**config.mk**
```make
export PLATFORM = sky130hd
export DESIGN_NAME = stack_language_lexer_flat
export DESIGN_NICKNAME = d
export VERILOG_FILES = /design/src/rtl/core/slx_pkg.sv /design/src/rtl/core/slx_if.sv /design/src/rtl/core/stack_language_lexer.sv /design/src/rtl/core/slx_lex.sv /design/src/rtl/core/slx_rfifo.sv /design/src/flat_wrapper.sv
export VERILOG_INCLUDE_DIRS = /design/src /design/src/rtl/core
export SDC_FILE = /design/constraint.sdc
export NUM_CORES = 1
export LEC_CHECK = 0
export BUFFER_PORTS_ARGS = -buffer_cell sky130_fd_sc_hd__buf_2
export CORE_ASPECT_RATIO = 1.5
export CORE_UTILIZATION = 62
export CTS_BUF_LIST = sky130_fd_sc_hd__clkbuf_8
export DETAILED_ROUTE_END_ITERATION = 7
export HOLD_SLACK_MARGIN = 0.05
export PLACE_DENSITY = 0.81
export REMOVE_ABC_BUFFERS = 1
export SLEW_MARGIN = 20
export SYNTH_ARGS = -nofsm -noshare
export SYNTH_HDL_FRONTEND = slang
export SYNTH_HIERARCHICAL = 1
export SYNTH_SLANG_ARGS = --single-unit
```
**constraint.sdc**
```tcl
create_clock -name clk -period 13.1 [get_ports clk]
set_input_delay 2.62 -clock clk [delete_from_list [all_inputs] [get_ports clk]]
set_output_delay 2.62 -clock clk [all_outputs]
set_load 0.05 [all_outputs]
```
**src/rtl/core/stack_language_lexer_macros.svh**
```systemverilog
// Assertion macros for the stack-language lexer
`ifndef STACK_LANGUAGE_LEXER_MACROS_SVH
`define STACK_LANGUAGE_LEXER_MACROS_SVH

// Check that cons holds in the same cycle as ante
`define SLX_ASSERT_SAME(lbl, clk, rst_n, ante, cons) \
  lbl: assert property (@(posedge clk) disable iff (!rst_n) (ante) |-> (cons)) \
    else $error("lexer assertion failed");

// Check that cons holds in the cycle after ante
`define SLX_ASSERT_NEXT(lbl, clk, rst_n, ante, cons) \
  lbl: assert property (@(posedge clk) disable iff (!rst_n) (ante) |=> (cons)) \
    else $error("lexer assertion failed");

`endif

```
**src/rtl/core/slx_pkg.sv**
```systemverilog
// Shared types and constants of the stack-language lexer
package slx_pkg;

  // Name buffer size; one slot is reserved, and a name length never exceeds 31
  localparam int NAME_BUFFER_BYTES = 32;
  localparam int KEEP_RAW = NAME_BUFFER_BYTES - 1;
  localparam int KEEP_MAX = (KEEP_RAW < 31) ? KEEP_RAW : 31;

  // Saturation limit of a number token
  localparam logic [30:0] NUM_MAX = 31'h7FFF_FFFF;

  // Result queue: depth is a power of two so pointers wrap naturally
  localparam int RQ_DEPTH = 4;
  localparam int RQ_PTR_W = $clog2(RQ_DEPTH);
  localparam int RQ_CNT_W = $clog2(RQ_DEPTH + 1);

  // Special characters
  localparam logic [7:0] CH_SPACE  = 8'h20;
  localparam logic [7:0] CH_LBRACE = 8'h7B;
  localparam logic [7:0] CH_RBRACE = 8'h7D;
  localparam logic [7:0] CH_SLASH  = 8'h2F;

  typedef enum logic [2:0] {
    TK_OPEN     = 3'd0,
    TK_CLOSE    = 3'd1,
    TK_NUMBER   = 3'd2,
    TK_BYTE     = 3'd3,
    TK_NAME_END = 3'd4,
    TK_END      = 3'd5,
    TK_BAD      = 3'd6
  } tok_kind_t;

  typedef struct packed {
    tok_kind_t   kind;
    logic [30:0] num;
    logic [7:0]  name_byte;
    logic        lit;
    logic [4:0]  len;
    logic        ovf;
    logic        last;
  } res_t;

  // Up to two result words caused by one input word
  typedef struct packed {
    logic [1:0] n;
    res_t       r0;
    res_t       r1;
  } lex_out_t;

  typedef struct packed {
    logic [RQ_CNT_W-1:0] count;
    logic                room2;
  } rq_stat_t;

endpackage

```
**src/rtl/core/slx_if.sv**
```systemverilog
// Valid/ready channel interfaces of the lexer

interface slx_in_if;
  logic       valid;
  logic       ready;
  logic [7:0] char_in;
  logic       end_of_stream;

  modport source(output valid, output char_in, output end_of_stream, input ready);
  modport sink(input valid, input char_in, input end_of_stream, output ready);
endinterface

interface slx_out_if;
  logic        valid;
  logic        ready;
  logic [2:0]  token_kind;
  logic [30:0] number_value;
  logic [7:0]  name_byte;
  logic        is_literal;
  logic [4:0]  name_len;
  logic        overflowed;
  logic        last_result;

  modport source(output valid, output token_kind, output number_value, output name_byte,
                 output is_literal, output name_len, output overflowed,
                 output last_result, input ready);
  modport sink(input valid, input token_kind, input number_value, input name_byte,
               input is_literal, input name_len, input overflowed,
               input last_result, output ready);
endinterface

```
**src/rtl/core/stack_language_lexer.sv**
```systemverilog
// Path: an accepted word is held in the input stage register and is lexed when it advances;
// its result words then enter the queue (out valid while it holds any), first word first.
// Throughput: one input word per cycle while each word gives at most one result and the
// output takes results; words that give two results drain at one result per cycle through a 4-entry queue.
// Reset (rst_n low, synchronous): lexer idle between tokens, stage and queue empty.
module stack_language_lexer (
  input  logic     clk,
  input  logic     rst_n,
  slx_in_if.sink   in_chan,
  slx_out_if.source out_chan
);

  `include "stack_language_lexer_macros.svh"

  logic              stg_v_r;
  logic [7:0]        stg_char_r;
  logic              stg_eos_r;
  logic              adv;
  logic              pop;
  logic              pair_closes;
  slx_pkg::lex_out_t lo;
  slx_pkg::res_t     head;
  slx_pkg::rq_stat_t rq_stat;

  // Advance the staged word when the queue can take two results
  assign adv           = stg_v_r && rq_stat.room2;
  assign in_chan.ready = !stg_v_r || adv;
  assign pop           = out_chan.valid && out_chan.ready;

  // Input stage register
  always_ff @(posedge clk) begin
    if (!rst_n) begin
      stg_v_r <= 1'b0;
    end else if (in_chan.ready) begin
      stg_v_r <= in_chan.valid;
    end
  end

  always_ff @(posedge clk) begin
    if (in_chan.valid && in_chan.ready) begin
      stg_char_r <= in_chan.char_in;
      stg_eos_r  <= in_chan.end_of_stream;
    end
  end

  slx_lex u_lex (
    .clk   (clk),
    .rst_n (rst_n),
    .adv   (adv),
    .c     (stg_char_r),
    .eos   (stg_eos_r),
    .lo    (lo)
  );

  slx_rfifo u_rq (
    .clk    (clk),
    .rst_n  (rst_n),
    .push_n (adv ? lo.n : 2'd0),
    .d0     (lo.r0),
    .d1     (lo.r1),
    .pop    (pop),
    .head   (head),
    .stat   (rq_stat)
  );

  // Drive the result channel from the queue head
  assign out_chan.valid        = (rq_stat.count != '0);
  assign out_chan.token_kind   = head.kind;
  assign out_chan.number_value = head.num;
  assign out_chan.name_byte    = head.name_byte;
  assign out_chan.is_literal   = head.lit;
  assign out_chan.name_len     = head.len;
  assign out_chan.overflowed   = head.ovf;
  assign out_chan.last_result  = head.last;

  // First result word closes a name or a number
  assign pair_closes = (lo.r0.kind == slx_pkg::TK_NAME_END) ||
                       (lo.r0.kind == slx_pkg::TK_NUMBER);

  // End of stream always yields at least the end word
  `SLX_ASSERT_SAME(a_eos_result, clk, rst_n, adv && stg_eos_r, lo.n != 2'd0)
  // A pair of results always opens with a closed token
  `SLX_ASSERT_SAME(a_pair_head, clk, rst_n, adv && (lo.n == 2'd2), pair_closes)
  // The rest of an item's results is already queued
  `SLX_ASSERT_NEXT(a_pair_tail, clk, rst_n, pop && !out_chan.last_result, out_chan.valid)
  // Queue never overfills
  `SLX_ASSERT_SAME(a_rq_bound, clk, rst_n, 1'b1, rq_stat.count <= slx_pkg::RQ_CNT_W'(slx_pkg::RQ_DEPTH))

endmodule

```
**src/rtl/core/slx_lex.sv**
```systemverilog
// Lexer mode register and per-word token logic
module slx_lex (
  input  logic                clk,
  input  logic                rst_n,
  input  logic                adv,
  input  logic [7:0]          c,
  input  logic                eos,
  output slx_pkg::lex_out_t   lo
);

  typedef enum logic [2:0] {
    M_IDLE,
    M_LIT,
    M_NUM,
    M_NAME,
    M_HALT
  } mode_t;

  mode_t       mode_r, mode_nxt;
  logic [30:0] acc_r, acc_nxt;
  logic [4:0]  cnt_r, cnt_nxt;
  logic        ovf_r, ovf_nxt;

  logic is_dig, is_alnum, is_graph;

  // Idle-path outcome
  logic          idl_v;
  slx_pkg::res_t idl_res;
  mode_t         idl_mode;
  logic [30:0]   idl_acc;
  logic [4:0]    idl_cnt;

  // Token-end result, then byte or idle result
  logic          a_v, b_v;
  slx_pkg::res_t a_res, b_res;
  logic [34:0]   acc_sum;

  // Classify the byte
  assign is_dig   = c inside {[8'h30:8'h39]};
  assign is_alnum = is_dig || (c inside {[8'h41:8'h5A]}) || (c inside {[8'h61:8'h7A]});
  assign is_graph = c inside {[8'h21:8'h7E]};

  assign acc_sum = 35'({acc_r, 3'b000}) + 35'({acc_r, 1'b0}) + 35'(c[3:0]);

  // Treat the byte as if between tokens
  always_comb begin
    idl_v    = 1'b0;
    idl_res  = '0;
    idl_mode = M_IDLE;
    idl_acc  = '0;
    idl_cnt  = '0;
    if (c == slx_pkg::CH_SPACE) begin
      idl_v = 1'b0;
    end else if (c == slx_pkg::CH_LBRACE) begin
      idl_v        = 1'b1;
      idl_res.kind = slx_pkg::TK_OPEN;
    end else if (c == slx_pkg::CH_RBRACE) begin
      idl_v        = 1'b1;
      idl_res.kind = slx_pkg::TK_CLOSE;
    end else if (c == slx_pkg::CH_SLASH) begin
      idl_mode = M_LIT;
    end else if (is_dig) begin
      idl_mode = M_NUM;
      idl_acc  = 31'(c[3:0]);
    end else if (is_graph) begin
      // Buffer always has room for the first byte
      idl_mode          = M_NAME;
      idl_v             = 1'b1;
      idl_res.kind      = slx_pkg::TK_BYTE;
      idl_res.name_byte = c;
      idl_cnt           = 5'd1;
    end else begin
      idl_mode     = M_HALT;
      idl_v        = 1'b1;
      idl_res.kind = slx_pkg::TK_BAD;
    end
  end

  // Mode update and result selection
  always_comb begin
    mode_nxt = mode_r;
    acc_nxt  = acc_r;
    cnt_nxt  = cnt_r;
    ovf_nxt  = ovf_r;
    a_v      = 1'b0;
    a_res    = '0;
    b_v      = 1'b0;
    b_res    = '0;
    if (eos) begin
      case (mode_r)
        M_LIT, M_NAME: begin
          a_v        = 1'b1;
          a_res.kind = slx_pkg::TK_NAME_END;
          a_res.lit  = (mode_r == M_LIT);
          a_res.len  = cnt_r;
          a_res.ovf  = ovf_r;
        end
        M_NUM: begin
          a_v        = 1'b1;
          a_res.kind = slx_pkg::TK_NUMBER;
          a_res.num  = acc_r;
          a_res.ovf  = ovf_r;
        end
        default: a_v = 1'b0;
      endcase
      b_v        = 1'b1;
      b_res.kind = slx_pkg::TK_END;
      mode_nxt   = M_IDLE;
      acc_nxt    = '0;
      cnt_nxt    = '0;
      ovf_nxt    = 1'b0;
    end else begin
      case (mode_r)
        M_HALT: begin
          mode_nxt = M_HALT;
        end
        M_LIT, M_NAME: begin
          if ((mode_r == M_LIT) ? is_alnum : is_graph) begin
            // Keep the byte while the buffer has room, else drop it
            if (cnt_r < 5'(slx_pkg::KEEP_MAX)) begin
              b_v             = 1'b1;
              b_res.kind      = slx_pkg::TK_BYTE;
              b_res.name_byte = c;
              b_res.lit       = (mode_r == M_LIT);
              cnt_nxt         = cnt_r + 5'd1;
            end else begin
              ovf_nxt = 1'b1;
            end
          end else begin
            a_v        = 1'b1;
            a_res.kind = slx_pkg::TK_NAME_END;
            a_res.lit  = (mode_r == M_LIT);
            a_res.len  = cnt_r;
            a_res.ovf  = ovf_r;
            b_v        = idl_v;
            b_res      = idl_res;
            mode_nxt   = idl_mode;
            acc_nxt    = idl_acc;
            cnt_nxt    = idl_cnt;
            ovf_nxt    = 1'b0;
          end
        end
        M_NUM: begin
          if (is_dig) begin
            // Saturate when ten times the value plus the digit passes the limit
            if (acc_sum > 35'(slx_pkg::NUM_MAX)) begin
              acc_nxt = slx_pkg::NUM_MAX;
              ovf_nxt = 1'b1;
            end else begin
              acc_nxt = acc_sum[30:0];
            end
          end else begin
            a_v        = 1'b1;
            a_res.kind = slx_pkg::TK_NUMBER;
            a_res.num  = acc_r;
            a_res.ovf  = ovf_r;
            b_v        = idl_v;
            b_res      = idl_res;
            mode_nxt   = idl_mode;
            acc_nxt    = idl_acc;
            cnt_nxt    = idl_cnt;
            ovf_nxt    = 1'b0;
          end
        end
        default: begin
          b_v      = idl_v;
          b_res    = idl_res;
          mode_nxt = idl_mode;
          acc_nxt  = idl_acc;
          cnt_nxt  = idl_cnt;
          ovf_nxt  = 1'b0;
        end
      endcase
    end
  end

  // Pack results in order and mark the final one
  always_comb begin
    lo = '0;
    if (a_v) begin
      lo.r0 = a_res;
      lo.r1 = b_res;
      lo.n  = b_v ? 2'd2 : 2'd1;
    end else begin
      lo.r0 = b_res;
      lo.n  = b_v ? 2'd1 : 2'd0;
    end
    lo.r0.last = (lo.n == 2'd1);
    lo.r1.last = 1'b1;
  end

  // Hold lexer state, advance on each word taken from the input stage
  always_ff @(posedge clk) begin
    if (!rst_n) begin
      mode_r <= M_IDLE;
      acc_r  <= '0;
      cnt_r  <= '0;
      ovf_r  <= 1'b0;
    end else if (adv) begin
      mode_r <= mode_nxt;
      acc_r  <= acc_nxt;
      cnt_r  <= cnt_nxt;
      ovf_r  <= ovf_nxt;
    end
  end

endmodule

```
**src/rtl/core/slx_rfifo.sv**
```systemverilog
// Result queue: takes up to two words per cycle, gives one
module slx_rfifo (
  input  logic              clk,
  input  logic              rst_n,
  input  logic [1:0]        push_n,
  input  slx_pkg::res_t     d0,
  input  slx_pkg::res_t     d1,
  input  logic              pop,
  output slx_pkg::res_t     head,
  output slx_pkg::rq_stat_t stat
);

  slx_pkg::res_t               mem_r [slx_pkg::RQ_DEPTH];
  logic [slx_pkg::RQ_PTR_W-1:0] wr_r, rd_r, wr_p1;
  logic [slx_pkg::RQ_CNT_W-1:0] cnt_r;

  assign wr_p1      = wr_r + 1'b1;
  assign head       = mem_r[rd_r];
  assign stat.count = cnt_r;
  assign stat.room2 = (cnt_r <= slx_pkg::RQ_CNT_W'(slx_pkg::RQ_DEPTH - 2));

  // Advance pointers and count
  always_ff @(posedge clk) begin
    if (!rst_n) begin
      wr_r  <= '0;
      rd_r  <= '0;
      cnt_r <= '0;
    end else begin
      wr_r  <= wr_r + slx_pkg::RQ_PTR_W'(push_n);
      rd_r  <= rd_r + slx_pkg::RQ_PTR_W'(pop);
      cnt_r <= cnt_r + slx_pkg::RQ_CNT_W'(push_n) - slx_pkg::RQ_CNT_W'(pop);
    end
  end

  // Store pushed words
  always_ff @(posedge clk) begin
    if (push_n != 2'd0) begin
      mem_r[wr_r] <= d0;
    end
    if (push_n == 2'd2) begin
      mem_r[wr_p1] <= d1;
    end
  end

endmodule
```
**src/flat_wrapper.sv**
```systemverilog
// flat-port wrapper written by rule: the top's interface ports become plain ports
module stack_language_lexer_flat 
  (clk, rst_n, in_chan_valid, in_chan_char_in, in_chan_end_of_stream, in_chan_ready, out_chan_valid, out_chan_token_kind, out_chan_number_value, out_chan_name_byte, out_chan_is_literal, out_chan_name_len, out_chan_overflowed, out_chan_last_result, out_chan_ready);
  slx_in_if in_chan_i ();
  slx_out_if out_chan_i ();
  input  logic clk;
  input  logic rst_n;
  input wire logic [$bits(in_chan_i.valid)-1:0] in_chan_valid;
  input wire logic [$bits(in_chan_i.char_in)-1:0] in_chan_char_in;
  input wire logic [$bits(in_chan_i.end_of_stream)-1:0] in_chan_end_of_stream;
  output wire logic [$bits(in_chan_i.ready)-1:0] in_chan_ready;
  output wire logic [$bits(out_chan_i.valid)-1:0] out_chan_valid;
  output wire logic [$bits(out_chan_i.token_kind)-1:0] out_chan_token_kind;
  output wire logic [$bits(out_chan_i.number_value)-1:0] out_chan_number_value;
  output wire logic [$bits(out_chan_i.name_byte)-1:0] out_chan_name_byte;
  output wire logic [$bits(out_chan_i.is_literal)-1:0] out_chan_is_literal;
  output wire logic [$bits(out_chan_i.name_len)-1:0] out_chan_name_len;
  output wire logic [$bits(out_chan_i.overflowed)-1:0] out_chan_overflowed;
  output wire logic [$bits(out_chan_i.last_result)-1:0] out_chan_last_result;
  input wire logic [$bits(out_chan_i.ready)-1:0] out_chan_ready;
  assign in_chan_i.valid = in_chan_valid;
  assign in_chan_i.char_in = in_chan_char_in;
  assign in_chan_i.end_of_stream = in_chan_end_of_stream;
  assign in_chan_ready = in_chan_i.ready;
  assign out_chan_valid = out_chan_i.valid;
  assign out_chan_token_kind = out_chan_i.token_kind;
  assign out_chan_number_value = out_chan_i.number_value;
  assign out_chan_name_byte = out_chan_i.name_byte;
  assign out_chan_is_literal = out_chan_i.is_literal;
  assign out_chan_name_len = out_chan_i.name_len;
  assign out_chan_overflowed = out_chan_i.overflowed;
  assign out_chan_last_result = out_chan_i.last_result;
  assign out_chan_i.ready = out_chan_ready;
  stack_language_lexer u_core (.clk(clk), .rst_n(rst_n), .in_chan(in_chan_i), .out_chan(out_chan_i));
endmodule
```
Word level (Yosys, flattened, before mapping)

Memory sizes are Yosys's and may differ from the RTL's. A register that Yosys moved wholly into a read port is not among the register bits.
Index checks and enable logic that the tools add are counted.

Memory bits (writable): 200
Bits in registers: 57
Memories kept: 1
Latch bits: 0
Word-level logic and storage cells: 161
Output and inout port bits: 52
Bits in read-only memories: 0
Bits of input ports: 13

Memory list:

| memory            | depth | width | rd ports | clocked after memory_dff | wr ports | line            | RTL |
|---|---|---|---|---|---|---|---|
| u_core.u_rq.mem_r | 4     | 50    | 1        | 1                        | 2        | slx_rfifo.sv:13 | `slx_pkg::res_t mem_r [slx_pkg::RQ_DEPTH];` |

Equality and inequality tests: 16
Div/mod/pow operators: 0
Add/sub/neg operators: 8
Reductions and logical operators: 19
Multipliers: 0
Shift-type cells: 0
Mux-type cells: 96
$lt $le $gt $ge: 11
Bitwise logic cells: 0

Operator list:

| operator                                                                          | count |
|---|---|
| 31-bit two-way mux                                                                | 6 |
| 50-bit one-hot mux with 3 select lines                                            | 1 |
| 50-bit two-way mux                                                                | 2 |
| 31-bit one-hot mux with 3 select lines                                            | 1 |
| 3-bit two-way mux                                                                 | 18 |
| 52-bit two-way mux                                                                | 1 |
| 8-bit two-way mux                                                                 | 6 |
| 47-bit two-way mux                                                                | 1 |
| 34-bit by 32-bit adder with 35-bit output                                         | 1 |
| 35-bit by 4-bit adder with 35-bit output                                          | 1 |
| 35-bit by 31-bit greater-than comparator with 1-bit output, second input constant | 1 |
| 34-bit two-way mux                                                                | 1 |
| 33-bit two-way mux                                                                | 1 |
| 1-bit two-way mux                                                                 | 31 |
| 8-bit by 7-bit <= comparator with 1-bit output, second input constant             | 3 |
| 4-bit two-way mux                                                                 | 5 |
| 5-bit two-way mux                                                                 | 4 |
| 9-bit two-way mux                                                                 | 2 |
| 8-bit by 6-bit == test with 1-bit output, second input constant                   | 2 |
| 8-bit by 7-bit == test with 1-bit output, second input constant                   | 2 |
| 8-bit by 6-bit >= comparator with 1-bit output, second input constant             | 2 |
| 8-bit by 7-bit >= comparator with 1-bit output, second input constant             | 2 |
| 5-bit one-hot mux with 3 select lines                                             | 1 |
| 7-bit two-way mux                                                                 | 2 |
| other kinds (32)                                                                  | 53 |

Depth between registers and ports, before layout

Gate-level depths: netlist of the first run.

Depth in word-level cells: 16
Depth in mapped cells: 17
Gate-level depth less buffers: 15

Hierarchy

Netlist of the first run, hierarchy kept.

Modules (own cells, without submodules):

| module               | sequential area each (um2) | cells an instance | area each (um2) | instances |
|---|---|---|---|---|
| slx_rfifo            | 6145.9                     | 528               | 10279.9         | 1 |
| slx_lex              | 800.8                      | 654               | 5159.9          | 1 |
| stack_language_lexer | 290.3                      | 19                | 352.8           | 1 |

Worst setup path after synthesis of the first run

Ideal clock, no wire load.

Path type: register -> register
From: reg u_core.stg_char_r[2]
To: mem u_core/u_rq/mem_r[0][0] (netlist bit) (enable)
Library setup time: 532 ps
Period minus slack after synthesis: 7073 ps
Arrival time: 6541 ps
Data required time: 12568 ps
Setup slack: 6027 ps
Path buffers: 2
Stages on the path, launching flop included: 14
Path through: edfxtp_1 > clkbuf_1 > and4_1 > a41oi_1 > o21ai_2 > mux2_2 > o21ai_1 > a21o_1 > inv_2 > ha_1 > buf_4 > and3_1 > nor2_1 > o31ai_1

RTL lines:

| what                   | line                       | RTL |
|---|---|---|
| from (decl)            | stack_language_lexer.sv:16 | `logic [7:0] stg_char_r;` |
| from (signal assigned) | stack_language_lexer.sv:41 | `stg_char_r <= in_chan.char_in;` |
| to (decl)              | slx_rfifo.sv:13            |  |

==> impl_metrics.csv, run 1 <==
group,metric,value,unit
cts,cts.path.max_buffers,3,
timing,finalCritPeriodShare,41.7,%
yosys,syn_area,15800,µm²
floorplan,coreArea,25100,µm²
floorplan,die-width,132,µm
worst_setup_path,worstPathArrival,2.84,ns
job,max_cap_violations,0,
grt,grt-ovfl-total,0,
worst_setup_path,reg2reg_depth,11,
yosys,synth_ff_type,"edfxtp_1",
worst_setup_path,timing.rr.end,"u_core/u_rq/mem_r[1][11]$_DFFE_PP_",
worst_setup_path,reg2reg_slack,7.95,ns
timing,finalSetupViolCount,0,
cts,htreeDepth,2,
timing,tns,0,ns
worst_setup_path,critPathKind,"reg2out",
cts,cts.sinks,257,
cts,postCtsHoldBufs,0,
outcome,outcome,"finished, final reports clean",
worst_hold_path,whs_path_depth,2,
routing,routed_wl,36000,µm
finish,final_nets,1335,
timing,finalCriticalPeriod,5.46,ns
routing,wl_per_cell,22.3,µm
routing,drtAntennaViolNets,0,
worst_setup_path,critPathMaxFanout,38,
grt,grt_pass1_wl,56600,µm
worst_hold_path,hold_class,"reg2reg",
timing,fin_worst_skew,0.0196,ns
power,total_leakage_power,0.00662,µW
power,powerDensity,137,nW/µm²
yosys,ys_seq_area_share,45.8,%
yosys,synth_edf_count,209,
timing,fmax,183,MHz
timing,rsz0062_at_grt,"no",
floorplan,fp.dieH,197,µm
cts,cts_buffers,40,
floorplan,ioPinCount,65,
placed_design,dpl.cell_count,1537,
worst_setup_path,slowest_stage,"buf_4",
routing,viasPerCell,6.35,
worst_hold_path,holdPathEnd,"u_core/u_lex/ovf_r$_SDFFE_PN0P_",
timing,worst_pin_slew,0.928,ns
routing,firstDrtPassIters,5,
grt,grt_max_degree,52,
timing,finalHoldViolCount,0,
finish,postLayoutCoreUtil,67.2,%
worst_setup_path,critPathRequiredTime,10.48,ns
floorplan,dieArea,26100,µm²
routing,drt_iter0_markers,663,
grt,grt_pass1_vias,10505,
grt,grt_use_total,28.3,%
timing,relSlewSlack,38.1,%
cts,post_cts_resized,0,
worst_setup_path,crit_path_cell_trace,"buf_4 > mux4_2 > buf_2",
cts,clk_latency,0.57,ns
finish,drive_gt1_share,31.4,%
yosys,ys_ff_latch,257,
cts,cts_setup_buffers,0,
worst_setup_path,r2r-start,"u_core/stg_char_r[2]$_DFFE_PP_",
yosys,ys_async_sr_fraction,0,%
yosys,synth_top_area_cell,"edfxtp_1",
cts,cts_tree,"yes",
finish,multi_input_area,7870,µm²
floorplan,row_count,71,
routing,vias,10225,
yosys,avgSynthCellArea,13.1,µm²
power,vdd_ir_drop_max,0.105,mV
yosys,ys_types,90,
worst_setup_path,cp-start-kind,"flop",
placed_design,gp_congestion,0.947,
cts,path_clk_slew,0.07,ns
placed_design,io_buffer_count,64,
cts,root_buffer,"clkbuf_8",
worst_setup_path,max_stage_delay,0.73,ns
routing,drcViolationCount,0,
yosys,synth.top_cell.area_share,39.7,%
yosys,synth.area.top_cells,"edfxtp_1 (40%), mux2_2 (10%), mux4_2 (7.1%)",
finish,area_growth,6.53,%
finish,fin_cells,1610,
yosys,synthesis.instances,1201,
finish,area.sequential,7240,µm²
finish,antenna_cells,0,
yosys,synth_warnings,6,
worst_setup_path,crit_path_end_kind,"primary output",
finish,fill_cells,1797,
floorplan,start_util,63.0,%
worst_hold_path,min_from,"u_core/u_lex/ovf_r$_SDFFE_PN0P_",
timing,maxSlewViolCount,0,
grt,grt_antenna_before_repair,0,
timing,hold_slack,0.547,ns
placed_design,hpwlAfterDp,24000,µm
-- flip-flops by register name, indices dropped and copies added (netlist names) --
name                 flops
u_core/u_lex/ovf_r       1
u_core/stg_char_r        8
u_core/u_lex/mode_r      3
u_core/u_rq/mem_r      200
u_core/u_rq/rd_r         2
u_core/u_rq/wr_r         2
u_core/u_lex/cnt_r       5
u_core/u_lex/acc_r      31
u_core/stg_v_r           1
u_core/u_rq/cnt_r        3
u_core/stg_eos_r         1
-- critical path: cells and delay by family, from the launching register on --
kind	cells	cell delay, ns
muxes	1	0.69
buffers and inverters	2	0.99
DFF	1	0.54
-- cells in the final DEF (no fill, tap or decap), types with 4 or more instances in the layout --
master / Yosys / layout
o21ai_0: 25 / 25
clkbuf_8: 0 / 45
o31ai_1: 6 / 5
and3_1: 9 / 9
xor2_1: 11 / 11
a21o_1: 8 / 8
a211oi_1: 9 / 9
nor2b_1: 13 / 12
mux4_2: 50 / 50
mux2_2: 143 / 143
o21ai_1: 6 / 6
buf_4: 45 / 11
inv_1: 25 / 42
ha_1: 68 / 68
conb_1: 2 / 41
xnor2_1: 16 / 16
nand2b_1: 7 / 7
nand2_1: 44 / 44
a211o_1: 6 / 6
mux2_4: 40 / 40
nand3_1: 10 / 10
mux2_1: 18 / 18
nor2_1: 54 / 53
dfxtp_1: 48 / 46
edfxtp_1: 209 / 209
and2_1: 58 / 58
or3_1: 4 / 4
buf_2: 20 / 64
o211ai_1: 6 / 6
clkinv_1: 1 / 6
mux2i_1: 4 / 4
o21a_1: 7 / 7
a221o_1: 24 / 24
a221oi_1: 4 / 4
a31oi_1: 4 / 4
a21oi_1: 47 / 47
nor3_1: 13 / 13
nand4_1: 11 / 11
-- worst max-delay path by stage --
stage | startpoint | endpoint | slack, ns | cells after the start
global route | u_core/u_rq/rd_r[0]$_SDFF_PN0_ | out_chan_number_value[27] | 7.48 | 3
CTS | u_core/u_rq/rd_r[0]$_SDFF_PN0_ | out_chan_number_value[30] | 7.56 | 3
detailed placement | u_core/stg_char_r[1]$_DFFE_PP_ | u_core/u_rq/mem_r[1][11]$_DFFE_PP_ | 8.03 | 12
global placement | u_core/stg_char_r[2]$_DFFE_PP_ | u_core/u_rq/mem_r[0][9]$_DFFE_PP_ | 8.04 | 11
finish | u_core/u_rq/rd_r[0]$_SDFF_PN0_ | out_chan_number_value[30] | 7.64 | 3
floorplan | u_core/stg_char_r[1]$_DFFE_PP_ | u_core/u_rq/mem_r[0][0]$_DFFE_PP_ | 5.91 | 11
-- power by group --
part	switching, µW	total (µW)	leakage (µW)	internal, µW
Clock	317	672	0.000463	355
Combinational	431	647	0.00380	216
Sequential	47.7	982	0.00235	935
-- stage by stage --
stage	total power, µW	worst slack [ns]	area, µm²
3_3_place_gp	1640	8.04	16000
4_1_cts	2320	7.56	16800
3_5_place_dp	1650	8.03	16000
5_1_grt	2390	7.48	16800
6_report	2300	7.64	16800
2_1_floorplan	1500	5.91	15200
-- metal layers --
layer	global-route usage (%)	vias to the layer above	routed length, µm	share of wire, %
met5	0	-	0	0
met4	13.1	0	1470	4.1
met3	3.77	88	1660	4.6
met2	51.9	306	19200	53
met1	32.8	5162	13700	38
li1	-	4669	-	-
-- synth_stat cells, drive strengths merged (3+ instances only) --
cell type	count
o221a	3
nand2	45
mux4	50
nand4b	3
nor2	57
a211oi	10
nor4	3
or2	3
nor2b	13
o31a	3
o31ai	6
a31oi	6
clkbuf	18
buf	89
or3	6
o2111ai	3
o21ai	34
ha	68
nor4b	3
dfxtp	48
and3	10
and2	59
o211ai	7
inv	26
a221oi	5
nor3	13
xor2	11
mux2	201
o21bai	3
mux2i	4
o22ai	3
nand4	11
a221o	24
xnor2	16
a21oi	51
a21o	8
a211o	6
a21boi	3
fa	3
o21a	7
nand3	10
edfxtp	209
nand2b	7
-- cell families (layout without fill, tap and decap cells) --
logic type,Yosys count,in the layout,share of synthesized area (%)
AOI/OAI and AO/OA,200,200,9.59
xor gates and xnor gates,29,29,1.78
adders and majority gates,71,71,5.77
buffers and inverters,134,176,5.55
DFF,257,257,45.8
muxes,255,255,22.7
other,2,41,0.0476
and+or+nand+nor,253,253,8.76
-- final cells by class --
cell class	count	area share [%]
sequential	257	43.1
inverter	27	0.602
tap	328	2.44
multi-input combinational	849	46.8
clock inverter	28	1.00
timing repair buffer	76	2.46
clock buffer	45	3.68
(Power assumes the default switching activity.)
==> inputs of run 2 (changes only) <==
==> constraint.sdc (replaced) <==
create_clock -name clk -period 5.35 [get_ports clk]
set_input_delay 1.07 -clock clk [delete_from_list [all_inputs] [get_ports clk]]
set_output_delay 1.07 -clock clk [all_outputs]
set_load 0.05 [all_outputs]
==> run 2 against run 1 <==
Sequential share of layout area is 0.11 points lower. Flip-flop and latch count unchanged. Wire length increased by 2.0%. Sequential power is 150% higher. Count of clock-buffer cells in the layout decreased by 3.
==> impl_metrics.csv, run 2 (synthesized netlist as in run 1, its figures left out) <==
group,metric,value,unit
outcome,outcome,"finished, final reports clean",
finish,final_common_cell,"edfxtp_1",
cts,cts_buffers,39,
finish,largest_reg_flops,200,
routing,routed_wl,36700,µm
power,powerDensity,333,nW/µm²
placed_design,gp_congestion,0.920,
worst_hold_path,hold_class,"reg2reg",
cts,cts_tree,"yes",
timing,fmax,216,MHz
worst_setup_path,max_stage_delay,0.63,ns
finish,antenna_cells,0,
floorplan,row_count,71,
worst_setup_path,startpoint,"u_core/stg_char_r[1]$_DFFE_PP_",
worst_setup_path,r2r-start,"u_core/stg_char_r[1]$_DFFE_PP_",
worst_setup_path,timing.rr.end,"u_core/u_rq/mem_r[2][49]$_DFFE_PP_",
timing,tns,0,ns
floorplan,die-width,132,µm
worst_setup_path,critPathMaxFanout,50,
worst_setup_path,cp-start-kind,"flop",
worst_setup_path,worstPathArrival,4.93,ns
routing,viasPerCell,6.28,
worst_hold_path,min_from,"u_core/u_lex/ovf_r$_SDFFE_PN0P_",
finish,area_growth,6.79,%
finish,drive_gt1_share,31.6,%
routing,drt_iter0_markers,630,
worst_setup_path,reg2reg_slack,0.72,ns
grt,grt_antenna_before_repair,0,
cts,root_buffer,"clkbuf_8",
floorplan,fp.dieH,197,µm
timing,finalCriticalPeriod,4.63,ns
placed_design,placed_area,16100,µm²
finish,area.sequential,7240,µm²
finish,postLayoutCoreUtil,67.3,%
grt,grt_max_degree,52,
placed_design,hpwlAfterDp,25400,µm
grt,grt_pass1_wl,57800,µm
finish,final_nets,1341,
grt,grt-ovfl-total,0,
worst_setup_path,critPathKind,"reg2reg",
floorplan,coreArea,25100,µm²
timing,finalCritPeriodShare,86.5,%
floorplan,start_util,63.0,%
placed_design,io_buffer_count,64,
worst_setup_path,crit_path_frequent_cell,"mux2_2",
finish,postLayoutCellArea,16900,µm²
routing,wl_per_cell,22.7,µm
cts,cts.path.max_buffers,3,
finish,fin_cells,1616,
placed_design,dpl.cell_count,1544,
timing,maxSlewViolCount,0,
worst_setup_path,slowest_stage,"buf_4",
job,max_cap_violations,0,
cts,post_cts_resized,0,
finish,mostFrequentLayoutCells,"edfxtp_1 (209), mux2_2 (143), ha_1 (68)",
floorplan,ioPinCount,65,
routing,drcViolationCount,0,
worst_setup_path,critPathRequiredTime,5.65,ns
worst_hold_path,whs_path_depth,2,
grt,grt_pass1_vias,10755,
cts,path_clk_slew,0.07,ns
timing,relSlewSlack,43.0,%
cts,clk_latency,0.56,ns
timing,fin_worst_skew,0.0171,ns
cts,cts.sinks,257,
routing,firstDrtPassIters,5,
timing,rsz0062_at_grt,"no",
cts,htreeDepth,2,
cts,postCtsHoldBufs,0,
cts,cts_setup_buffers,0,
worst_setup_path,crit_path_cell_trace,"or4_1 > o21a_1 > o21ai_2 > mux2_2 > o21ai_1 > a21o_1 > inv_2 > ha_1 > and3_1 > and4bb_2 > buf_4 > mux2_2",
timing,worst_pin_slew,0.855,ns
worst_hold_path,holdPathEnd,"u_core/u_lex/ovf_r$_SDFFE_PN0P_",
floorplan,dieArea,26100,µm²
grt,grt_use_total,29.0,%
timing,finalHoldViolCount,0,
finish,regMostFlops,"u_core/u_rq/mem_r",
finish,multi_input_area,7870,µm²
finish,fill_cells,1805,
timing,finalSetupViolCount,0,
power,vdd_ir_drop_max,0.216,mV
power,total_leakage_power,0.00665,µW
worst_setup_path,crit_path_end_kind,"flop",
routing,drtAntennaViolNets,0,
routing,vias,10153,
finish,reg.largest.list,"u_core/u_rq/mem_r (200), u_core/u_lex/acc_r (31), u_core/stg_char_r (8)",
worst_setup_path,reg2reg_depth,12,
-- run 2: changes by cell type in the layout (fill, tap and decap cells not counted), sizes merged --
| cell | previous run | this run |
|---|---|---|
| buf | 76 | 83 |
| clkbuf | 45 | 42 |
| clkinv | 8 | 11 |
| clkinvlp | 1 | 0 |
-- run 2: worst max path at each step --
stage | slack, ns | end
global placement | 0.86 | u_core/u_rq/mem_r[2][9]$_DFFE_PP_
floorplan | -1.84 | u_core/u_rq/mem_r[0][0]$_DFFE_PP_
finish | 0.72 | u_core/u_rq/mem_r[2][49]$_DFFE_PP_
global route | 0.52 | u_core/u_rq/mem_r[2][26]$_DFFE_PP_
CTS | 0.73 | u_core/u_rq/mem_r[2][49]$_DFFE_PP_
detailed placement | 0.75 | u_core/u_rq/mem_r[2][13]$_DFFE_PP_
-- run 2: layout make-up --
| type | instances | share of cell area, % |
|---|---|---|
| tap | 328 | 2.43 |
| clock buffer | 42 | 3.43 |
| timing repair buffer | 83 | 2.89 |
| inverter | 27 | 0.601 |
| multi-input combinational | 849 | 46.6 |
| sequential | 257 | 43.0 |
| clock inverter | 30 | 1.05 |
-- run 2: per-layer routing --
layer / part of all wire (%) / track usage [%] / wire length (µm) / vias up
met5: 0 / 0 / 0 / -
met1: 38 / 32.4 / 14000 / 5040
met2: 52 / 52.6 / 19200 / 311
met4: 5.6 / 17.5 / 2070 / 0
met3: 4.0 / 3.82 / 1470 / 107
li1: - / - / - / 4695
-- run 2: report_power, final --
part           total, µW  switching, µW  internal, µW
Combinational       1560           1030           533
Clock               1600            773           826
Sequential          2450            160          2290
Total               5610           1960          3650
-- run 2: stage by stage --
stage | setup WS [ns] | total power [µW] | hold slack (ns)
final | 0.722 | 5610 | 0.536
after global routing | 0.524 | 5810 | 0.560
after CTS | 0.731 | 5650 | 0.533
after detailed placement | 0.751 | 4070 | 0.526
after global placement | 0.858 | 4040 | 0.520
after floorplan | -1.84 | 3670 | 0.482
-- run 2: critical path: cells and delay by family, from the launching register on --
kind / cells / cell delay [ns]
and+or+nand+nor: 3 / 1.25
buffers and inverters: 2 / 0.77
muxes: 2 / 0.70
adders and majority gates: 1 / 0.30
DFF: 1 / 0.52
AOI/OAI and AO/OA: 4 / 0.80
